`src/rtl/red_pkg.sv`:
```
// red_pkg: shared constants and types for the rotary encoder debounce decoder
// no dependencies; used by red_out_if and imported by the core and the bench

package red_pkg;

	localparam int COUNT_BITS = 16;
	localparam int TIMER_BITS = 8;
	localparam int REG_W      = 8;
	localparam int REG_IDX_W  = 1;

	typedef logic [TIMER_BITS-1:0] timer_t;
	typedef logic [REG_W-1:0]      cfg_data_t;
	typedef logic [REG_IDX_W-1:0]  cfg_idx_t;
	typedef logic signed [COUNT_BITS-1:0] count_t;

	localparam cfg_idx_t REG_ROTARY_SETTLE = 1'd0;
	localparam cfg_idx_t REG_SWITCH_SETTLE = 1'd1;

	localparam cfg_data_t ROTARY_SETTLE_RST = 8'd3;
	localparam cfg_data_t SWITCH_SETTLE_RST = 8'd75;

	localparam timer_t TIMER_MAX = {TIMER_BITS{1'b1}};

endpackage

```
`src/rtl/red_in_if.sv`:
```
// red_in_if: sample channel, valid/ready handshake with pin levels and tick
// no package dependencies

interface red_in_if;
	logic valid;
	logic ready;
	logic pin_a;
	logic pin_b;
	logic pin_sw;
	logic ms_tick;

	modport source (output valid, pin_a, pin_b, pin_sw, ms_tick, input ready);
	modport sink   (input valid, pin_a, pin_b, pin_sw, ms_tick, output ready);
endinterface

```
`src/rtl/red_out_if.sv`:
```
// red_out_if: result channel, valid/ready handshake with step, press and position
// depends on red_pkg for the position width

interface red_out_if;
	logic valid;
	logic ready;
	logic step_up;
	logic step_down;
	logic press_pulse;
	logic signed [red_pkg::COUNT_BITS-1:0] position;
	logic led_level;

	modport source (output valid, step_up, step_down, press_pulse, position, led_level,
		input ready);
	modport sink   (input valid, step_up, step_down, press_pulse, position, led_level,
		output ready);
endinterface

```
`src/rtl/rotary_encoder_debounce_decoder_core.sv`:
```
// rotary_encoder_debounce_decoder_core: debounced quadrature decoder with push switch
// depends on red_pkg, red_in_if, red_out_if
//
//   channel  | dir | handshake        | payload
//   sample   | in  | valid/ready      | pin_a, pin_b, pin_sw, ms_tick
//   result   | out | valid/ready      | step_up, step_down, press_pulse, position, led_level
//   cfg      | in  | cfg_we only      | cfg_index, cfg_data
//
// one sample per cycle while sample ready is high; each result is registered on its transfer
// decoder state updates in the same edge as the sample transfer
// sample ready stays high while the output register is empty or being taken
// reset: timers idle, position zero, led off, settle times 3 ms and 75 ms

module rotary_encoder_debounce_decoder_core (
	input  logic                 clk,
	input  logic                 arst_n,
	input  logic                 cfg_we,
	input  red_pkg::cfg_idx_t    cfg_index,
	input  red_pkg::cfg_data_t   cfg_data,
	red_in_if.sink               sample,
	red_out_if.source            result
);
	import red_pkg::*;

	cfg_data_t rot_settle_q, sw_settle_q;
	logic      last_a_q, last_sw_q;
	logic      rbusy_q, sbusy_q;
	timer_t    rel_q, sel_q;
	count_t    detent_q;
	logic      led_q;
	logic      out_valid_q;
	logic      up_q, down_q, press_q;

	logic      acc;
	logic      rbusy_n, sbusy_n, rbusy_f, sbusy_f;
	timer_t    rel_n, sel_n;
	logic      r_fire, skip_sw, s_fire;
	logic      up_n, down_n, press_n;
	count_t    detent_n;
	logic      led_n;

	assign sample.ready = !out_valid_q || result.ready;
	assign acc          = sample.valid && sample.ready;

	always_comb begin
		rel_n = rel_q;
		sel_n = sel_q;
		if (sample.ms_tick && rbusy_q && rel_q != TIMER_MAX) begin
			rel_n = rel_q + 1'b1;
		end
		if (sample.ms_tick && sbusy_q && sel_q != TIMER_MAX) begin
			sel_n = sel_q + 1'b1;
		end
		rbusy_n = rbusy_q;
		sbusy_n = sbusy_q;
		if (last_a_q && !sample.pin_a && !rbusy_q) begin
			rbusy_n = 1'b1;
			rel_n   = '0;
		end
		if ((sample.pin_sw != last_sw_q) && !sbusy_q) begin
			sbusy_n = 1'b1;
			sel_n   = '0;
		end
		r_fire   = rbusy_n && (rel_n >= rot_settle_q);
		skip_sw  = r_fire && sample.pin_a;
		up_n     = r_fire && !sample.pin_a && !sample.pin_b;
		down_n   = r_fire && !sample.pin_a && sample.pin_b;
		rbusy_f  = rbusy_n && !r_fire;
		s_fire   = !skip_sw && sbusy_n && (sel_n >= sw_settle_q) && !sample.pin_sw;
		press_n  = s_fire;
		sbusy_f  = sbusy_n && !s_fire;
		detent_n = detent_q;
		if (up_n) begin
			detent_n = detent_q + 1'b1;
		end else if (down_n) begin
			detent_n = detent_q - 1'b1;
		end
		led_n = led_q ^ s_fire;
	end

	always_ff @(posedge clk or negedge arst_n) begin
		if (!arst_n) begin
			rot_settle_q <= ROTARY_SETTLE_RST;
			sw_settle_q  <= SWITCH_SETTLE_RST;
		end else if (cfg_we) begin
			unique case (cfg_index)
				REG_ROTARY_SETTLE: rot_settle_q <= cfg_data;
				REG_SWITCH_SETTLE: sw_settle_q  <= cfg_data;
				default: ;
			endcase
		end
	end

	always_ff @(posedge clk or negedge arst_n) begin
		if (!arst_n) begin
			last_a_q  <= 1'b1;
			last_sw_q <= 1'b1;
			rbusy_q   <= 1'b0;
			sbusy_q   <= 1'b0;
			rel_q     <= '0;
			sel_q     <= '0;
			detent_q  <= '0;
			led_q     <= 1'b0;
		end else if (acc) begin
			last_a_q  <= sample.pin_a;
			last_sw_q <= sample.pin_sw;
			rbusy_q   <= rbusy_f;
			sbusy_q   <= sbusy_f;
			rel_q     <= rel_n;
			sel_q     <= sel_n;
			detent_q  <= detent_n;
			led_q     <= led_n;
		end
	end

	always_ff @(posedge clk or negedge arst_n) begin
		if (!arst_n) begin
			out_valid_q <= 1'b0;
		end else if (acc) begin
			out_valid_q <= 1'b1;
		end else if (result.ready) begin
			out_valid_q <= 1'b0;
		end
	end

	always_ff @(posedge clk) begin
		if (acc) begin
			up_q    <= up_n;
			down_q  <= down_n;
			press_q <= press_n;
		end
	end

	assign result.valid       = out_valid_q;
	assign result.step_up     = up_q;
	assign result.step_down   = down_q;
	assign result.press_pulse = press_q;
	assign result.position    = detent_q;
	assign result.led_level   = led_q;

	a_up_down_excl: assert property (@(posedge clk) disable iff (!arst_n)
		!(up_n && down_n))
		else $error("step up and step down together");

	a_up_incr: assert property (@(posedge clk) disable iff (!arst_n)
		acc && up_n |=> detent_q == count_t'($past(detent_q) + 1'b1))
		else $error("increment not applied");

	a_press_toggle: assert property (@(posedge clk) disable iff (!arst_n)
		acc && press_n |=> led_q != $past(led_q))
		else $error("led not toggled on press");

	a_hold_idle: assert property (@(posedge clk) disable iff (!arst_n)
		!acc |=> $stable(detent_q) && $stable(led_q) && $stable(rbusy_q))
		else $error("state changed without transfer");

	a_skip_press: assert property (@(posedge clk) disable iff (!arst_n)
		press_n |-> !(r_fire && sample.pin_a))
		else $error("press on skipped sample");

endmodule

```
`src/flat_wrapper.sv`:
```
// flat-port wrapper written by rule: the top's interface ports become plain ports
module rotary_encoder_debounce_decoder_core_flat import red_pkg::*;
  (clk, arst_n, cfg_we, cfg_index, cfg_data, sample_valid, sample_pin_a, sample_pin_b, sample_pin_sw, sample_ms_tick, sample_ready, result_valid, result_step_up, result_step_down, result_press_pulse, result_position, result_led_level, result_ready);
  red_in_if sample_i ();
  red_out_if result_i ();
  input  logic clk;
  input  logic arst_n;
  input  logic cfg_we;
  input  red_pkg::cfg_idx_t cfg_index;
  input  red_pkg::cfg_data_t cfg_data;
  input wire logic [$bits(sample_i.valid)-1:0] sample_valid;
  input wire logic [$bits(sample_i.pin_a)-1:0] sample_pin_a;
  input wire logic [$bits(sample_i.pin_b)-1:0] sample_pin_b;
  input wire logic [$bits(sample_i.pin_sw)-1:0] sample_pin_sw;
  input wire logic [$bits(sample_i.ms_tick)-1:0] sample_ms_tick;
  output wire logic [$bits(sample_i.ready)-1:0] sample_ready;
  output wire logic [$bits(result_i.valid)-1:0] result_valid;
  output wire logic [$bits(result_i.step_up)-1:0] result_step_up;
  output wire logic [$bits(result_i.step_down)-1:0] result_step_down;
  output wire logic [$bits(result_i.press_pulse)-1:0] result_press_pulse;
  output wire logic [$bits(result_i.position)-1:0] result_position;
  output wire logic [$bits(result_i.led_level)-1:0] result_led_level;
  input wire logic [$bits(result_i.ready)-1:0] result_ready;
  assign sample_i.valid = sample_valid;
  assign sample_i.pin_a = sample_pin_a;
  assign sample_i.pin_b = sample_pin_b;
  assign sample_i.pin_sw = sample_pin_sw;
  assign sample_i.ms_tick = sample_ms_tick;
  assign sample_ready = sample_i.ready;
  assign result_valid = result_i.valid;
  assign result_step_up = result_i.step_up;
  assign result_step_down = result_i.step_down;
  assign result_press_pulse = result_i.press_pulse;
  assign result_position = result_i.position;
  assign result_led_level = result_i.led_level;
  assign result_i.ready = result_ready;
  rotary_encoder_debounce_decoder_core u_core (.clk(clk), .arst_n(arst_n), .cfg_we(cfg_we), .cfg_index(cfg_index), .cfg_data(cfg_data), .sample(sample_i), .result(result_i));
endmodule
```
`config.mk`:
```
export PLATFORM = sky130hd
export DESIGN_NAME = rotary_encoder_debounce_decoder_core_flat
export DESIGN_NICKNAME = d
export VERILOG_FILES = /design/src/rtl/red_pkg.sv /design/src/rtl/red_in_if.sv /design/src/rtl/red_out_if.sv /design/src/rtl/rotary_encoder_debounce_decoder_core.sv /design/src/flat_wrapper.sv
export SDC_FILE = /design/constraint.sdc
export NUM_CORES = 1
export LEC_CHECK = 0
export BUFFER_PORTS_ARGS = -buffer_cell sky130_fd_sc_hd__buf_2
export CAP_MARGIN = 20
export CORE_MARGIN = 8
export CORE_UTILIZATION = 40
export DETAILED_ROUTE_END_ITERATION = 16
export PLACE_DENSITY = 0.6
export SLEW_MARGIN = 15
export SYNTH_ARGS = -nofsm -noshare
export SYNTH_HDL_FRONTEND = slang
export SYNTH_SLANG_ARGS = --single-unit
```
`constraint.sdc`:
```
create_clock -name clk -period 10.3 [get_ports clk]
set_clock_uncertainty 0.2 [all_clocks]
set_input_delay 0.515 -clock clk [delete_from_list [all_inputs] [get_ports clk]]
set_output_delay 0.515 -clock clk [all_outputs]
set_load 0.05 [all_outputs]
```
### Word level (Yosys, flattened, before mapping)

Index checks and enable logic that the tools add are counted.

| word-level totals | value |
|---|---|
| word-level logic and storage cells | 68 |
| input bits | 18 |
| output and inout port bits | 22 |
| bits in registers | 57 |

| cells by class | value |
|---|---|
| magnitude comparators | 2 |
| add/subtract/negate cells | 4 |
| reductions and logical operators | 33 |
| eq/ne operators | 3 |
| muxes and demuxes | 10 |
| bitwise gates (word level) | 2 |

Operators with widths:

| operator | count |
|---|---|
| 16-bit 2-to-1 mux | 2 |
| 8-bit 2-to-1 mux | 4 |
| 1-bit logical AND | 18 |
| 16-bit by 1-bit adder with 16-bit output, second input constant | 1 |
| 8-bit by 1-bit adder with 8-bit output, second input constant | 2 |
| 8-bit >= comparator | 2 |
| 8-bit != test, second input constant | 2 |
| 16-bit by 1-bit subtractor with 16-bit output, second input constant | 1 |
| 1-bit zero test | 9 |
| 2-bit AND reduction | 3 |
| 1-bit 2-to-1 mux | 4 |
| 2-bit nonzero test | 2 |
| 1-bit logical OR | 1 |
| 1-bit != test | 1 |
| 1-bit NOT | 1 |
| 1-bit bitwise XOR | 1 |

### Longest topological paths before layout

| logic depth | value |
|---|---|
| depth in word-level cells | 13 |
| mapped depth | 24 |
| depth with buffers taken out | 23 |

### Worst setup path before layout

Ideal clock, no wire load.

| timing | value |
|---|---|
| path kind | register to register |
| start point | reg u_core.rel_q[0] |
| end point | reg u_core.detent_q[12] (netlist: u_core.result.position[12]) |
| slack | 5193 ps |
| stages on the path, launching flop included | 25 |
| required time | 9973 ps |
| library setup time | 127 ps |
| path buffers | 1 |
| clock period less this slack | 5107 ps |
| arrival | 4780 ps |
| path through | dfrtp_1 > ha_1 > nand3_1 > o21ba_1 > buf_2 > nor2b_1 > nand3_1 > xor2_1 > nor2_1 > ha_1 > a21o_1 > a221oi_1 > o21ai_1 > a21oi_1 > nor3_1 > nand2b_1 > inv_1 > fa_1 > nand2b_1 > a21oi_1 > o211ai_1 > a31oi_1 > o22ai_1 > xnor2_1 > mux2_1 |

| on the way | value |
|---|---|
| cells in the longest elaborated chain, start to end | 10 |
| elaborated cells on any way between the ends | 13 |
| classes of those cells | 1 x add/sub; 1 x order compare; 1 x eq/ne; 3 x mux; 7 x reduce/logical |

Ends and longest elaborated chain:

| item | RTL line | text |
|---|---|---|
| start: declaration | rotary_encoder_debounce_decoder_core.sv:28 | `timer_t rel_q, sel_q;` |
| start signal: assignment | rotary_encoder_debounce_decoder_core.sv:109 | `rel_q <= rel_n;` |
| parallel branches: the longest is 2 deep, another holds 8-bit by 1-bit adder with 8-bit output | n/a |  |
| 8-bit 2-to-1 mux * | rotary_encoder_debounce_decoder_core.sv:48 | `if (sample.ms_tick && rbusy_q && rel_q != TIMER_MAX) begin` |
| 8-bit 2-to-1 mux * | rotary_encoder_debounce_decoder_core.sv:56 | `if (last_a_q && !sample.pin_a && !rbusy_q) begin` |
| named net u_core.rel_n[5] | rotary_encoder_debounce_decoder_core.sv:36 | `timer_t rel_n, sel_n;` |
| 8-bit >= comparator * | rotary_encoder_debounce_decoder_core.sv:64 | `r_fire = rbusy_n && (rel_n >= rot_settle_q);` |
| 1-bit logical AND * | rotary_encoder_debounce_decoder_core.sv:64 |  |
| 1-bit logical AND * (2 in series) | rotary_encoder_debounce_decoder_core.sv:66 | `up_n = r_fire && !sample.pin_a && !sample.pin_b;` |
| named net u_core.up_n | rotary_encoder_debounce_decoder_core.sv:38 | `logic up_n, down_n, press_n;` |
| 2-bit nonzero test (no line) | n/a |  |
| 2-bit AND reduction (no line) | n/a |  |
| end signal: assignment | rotary_encoder_debounce_decoder_core.sv:111 | `detent_q <= detent_n;` |
| end: declaration | rotary_encoder_debounce_decoder_core.sv:29 | `count_t detent_q;` |

Mark *: on every way through the listed nets, which the timed path passes.
A chain may end at the register's enable or synchronous reset.

### Worst setup path in the final report

Ends and elaborated chain as after synthesis.

==> flow_metrics.tcl <==
set metrics [dict create \
    cts_setup_buffers 0 \
    synth_nets 436 \
    yosysMostFrequentCell "dfrtp_1" \
    nets 477 \
    yosysUniqueCellTypes 53 \
    ff2ff_path_depth 23 \
    r2r_start "u_core.rel_q[0]" \
    cpPeakStageDelay_ps 490 \
    post_drt_wl_per_cell_um 14.3 \
    critical_path_class "flop to flop" \
    crit_required_ps 10320 \
    initial_utilization 0.406 \
    holdCritPathClass "input pin to asynchronous set/reset pin" \
    use_met1 0.167 \
    pwr-share-clk 0.219 \
    finalCritPeriodShare 0.560 \
    drc 0 \
    grt_overflow 0 \
    r2r_end "u_core.result.position[12]" \
    crit_chain "ha_1 -> nand3_1 -> o21ba_1 -> nor2b_1 -> nand3_1 -> xor2_1 -> nor2_1 -> ha_1 -> a21o_1 -> a221oi_1 -> o21ai_1 -> a21oi_1 -> nor3_1 -> nand2b_1 -> inv_1 -> fa_1 -> nand2b_1 -> a21oi_1 -> o211ai_1 -> a31oi_1 -> o22ai_1 -> xnor2_1 -> mux2_1" \
    yosysTopAreaCellShare 0.311 \
    outcome "finished clean" \
    core_um2 9110 \
    comb_power_share 0.488 \
    dieWidth_um 112 \
    clock.fmax_mhz 174 \
    routed_wl_um 7750 \
    synthTopCellsByArea "dfrtp_1 31%, ha_1 11%, dfstp_2 5.7%" \
    slew_viol_final 0 \
    diodes 0 \
    slowest_stage "nand2b_1" \
    cts_resized 0 \
    r2r_setup_slack_ps 4540 \
    endpoint_kind "flop" \
    antenna_found_initial 0 \
    use_met3 0.0327 \
    syn2layout_area_growth_pct 14.0 \
    relSlewSlack 0.413 \
    place_congestion 0.837 \
    ys.warnings.count 0 \
    ys_ff_latch 57 \
    setup_viol 0 \
    die_h_um 112 \
    clkSinkCount 57 \
    htreeDepth 3 \
    vdd_drop_max_uv 85.8 \
    num_rows 35 \
    clk_pin_slew_ps 80 \
    crit_fanout 16 \
    power_w 0.00109 \
    cts_hold_buf 0 \
    dieArea_um2 12600 \
    yosysTopAreaCell "dfrtp_1" \
    max_cap_viol_count 0 \
    place_hpwl_um 5710 \
    post_drt_via_cell_ratio 5.19 \
    grt_pass1_vias 2834 \
    synth_seq_area_share 0.393 \
    cts_tree "built" \
    tns_ps 0 \
    first_pass_iters 5 \
    async_flop_share 0.947 \
    syn_avg_cell_area_um2 9.63 \
    use_met2 0.205 \
    pin_count 40 \
    cts_buffers 9 \
    dp_cells 525 \
    intPower_w 0.000645 \
    vias 2808 \
    leakagePower_nw 2.06 \
    p_sw_w 0.000443 \
    grtUsageTotal 0.130 \
    cts_root_buf "clkbuf_8" \
    port_buffers 39 \
    grt_pass1_wl_um 13400 \
    power_density_nw_per_um2 258 \
    syn_area_um2 3700 \
    cts_max_path_buffers 2 \
    drive_above_1_share 0.195 \
    finalHoldViolations 0 \
    ant_nets 0 \
    min_period_ps 5760 \
    synth_edf_count 3 \
    netlist_top_cells_count "46 x dfrtp_1, 45 x nand2_1, 35 x nor2_1, 33 x ha_1, 22 x o21ai_0" \
    top_usage_layer "met2" \
    start_kind "flop" \
    stdcell_count 541 \
    dr.first_iter.drc_count 117 \
    switching_share 0.407 \
    tightest_slew_ps 881 \
    grt_max_degree 55 \
    synth_ff_type "dfrtp_1" \
    p_seq_frac 0.293 \
    cp.arrival_ps 5780 \
    clock_latency_ps 340 \
    netlist_instances 384 \
    rsz0062_at_grt "false" \
]
## worst max-delay path by stage
| stage | from | endpoint | depth (start not counted) |
|---|---|---|---|
| 3_5_place_dp | sample_ms_tick | u_core.result.position[12] | 23 |
| 4_1_cts | u_core.rel_q[0] | u_core.result.position[12] | 23 |
| 3_3_place_gp | sample_ms_tick | u_core.result.position[12] | 23 |
| 5_1_grt | u_core.rel_q[0] | u_core.result.position[12] | 23 |
| 6_report | u_core.rel_q[0] | u_core.result.position[12] | 23 |
| 2_1_floorplan | u_core.rel_q[0] | u_core.result.position[12] | 24 |
## area by class of cell
type | count | area, um2
clock buffer | 11 | 141
clock inverter | 5 | 78.8
fill | 898 | 4890
inverter | 19 | 71.3
multi-input combinational | 297 | 2120
sequential | 57 | 1450
tap | 111 | 139
timing repair buffer | 41 | 210
## per-layer routing
metal	part of all wire	vias to the layer above
met1	0.49	1306
met5	0	-
met3	0.045	12
met4	0.017	0
li1	-	1433
met2	0.45	57
## cell families (layout without fill, tap and decap cells)
family	count (synthesis)	count (layout)	share of synthesized area
compound gates	85	85	0.158
xor+xnor	29	29	0.0687
fa+ha+maj	34	34	0.117
buf+inv	30	76	0.0332
flops	57	57	0.393
mux	25	25	0.0758
simple gates	124	124	0.155
## state kept, by name, summed over array words and instances, names as in the netlist
name	count
u_core.sel_q	8
u_core.last_sw_q	1
u_core.last_a_q	1
u_core.sbusy_q	1
u_core.sw_settle_q	8
u_core.result.press_pulse	1
u_core.result.position	16
u_core.rel_q	8
u_core.result.led_level	1
u_core.rbusy_q	1
u_core.rot_settle_q	8
u_core.result.valid	1
u_core.result.step_down	1
u_core.result.step_up	1
## power by group through the flow
stage	clock network, W	logic, W	registers (W)
finish	0.000239	0.000531	0.000318
global route	0.000254	0.000592	0.000327
detailed placement	0	0.000531	0.000322
CTS	0.000245	0.000534	0.000319
floorplan	0	0.000366	0.000384
global placement	0	0.000524	0.000320
## stage by stage
| step | setup WS [ps] | utilization | hold slack [ps] | area (um2) |
|---|---|---|---|---|
| floorplan | 5190 | - | 19.4 | 3700 |
| global placement | 4600 | 0.439 | 250 | 4000 |
| detailed placement | 4480 | 0.439 | 252 | 4000 |
| CTS | 4480 | 0.463 | 127 | 4220 |
| global route | 4000 | 0.463 | 169 | 4220 |
| finish | 4540 | 0.463 | 93.9 | 4220 |
## cells in the final DEF (no fill, tap or decap), drive strengths merged, types with 14 or more instances in the layout
cell type   n
mux2       21
inv        19
nor2       36
ha         33
dfrtp      46
nand2      45
buf        41
o21ai      28
a21oi      14
xnor2      18
## critical path, delay by kind of cell (launching register included)
| kind | cells | cell delay, ps |
|---|---|---|
| adders and majority gates | 3 | 930 |
| DFF | 1 | 410 |
| buffers and inverters | 1 | 150 |
| xor gates and xnor gates | 2 | 310 |
| and+or+nand+nor | 7 | 1460 |
| muxes | 1 | 290 |
| AOI/OAI and AO/OA | 9 | 1910 |
Note: power is estimated with default switching activity, not from simulation.
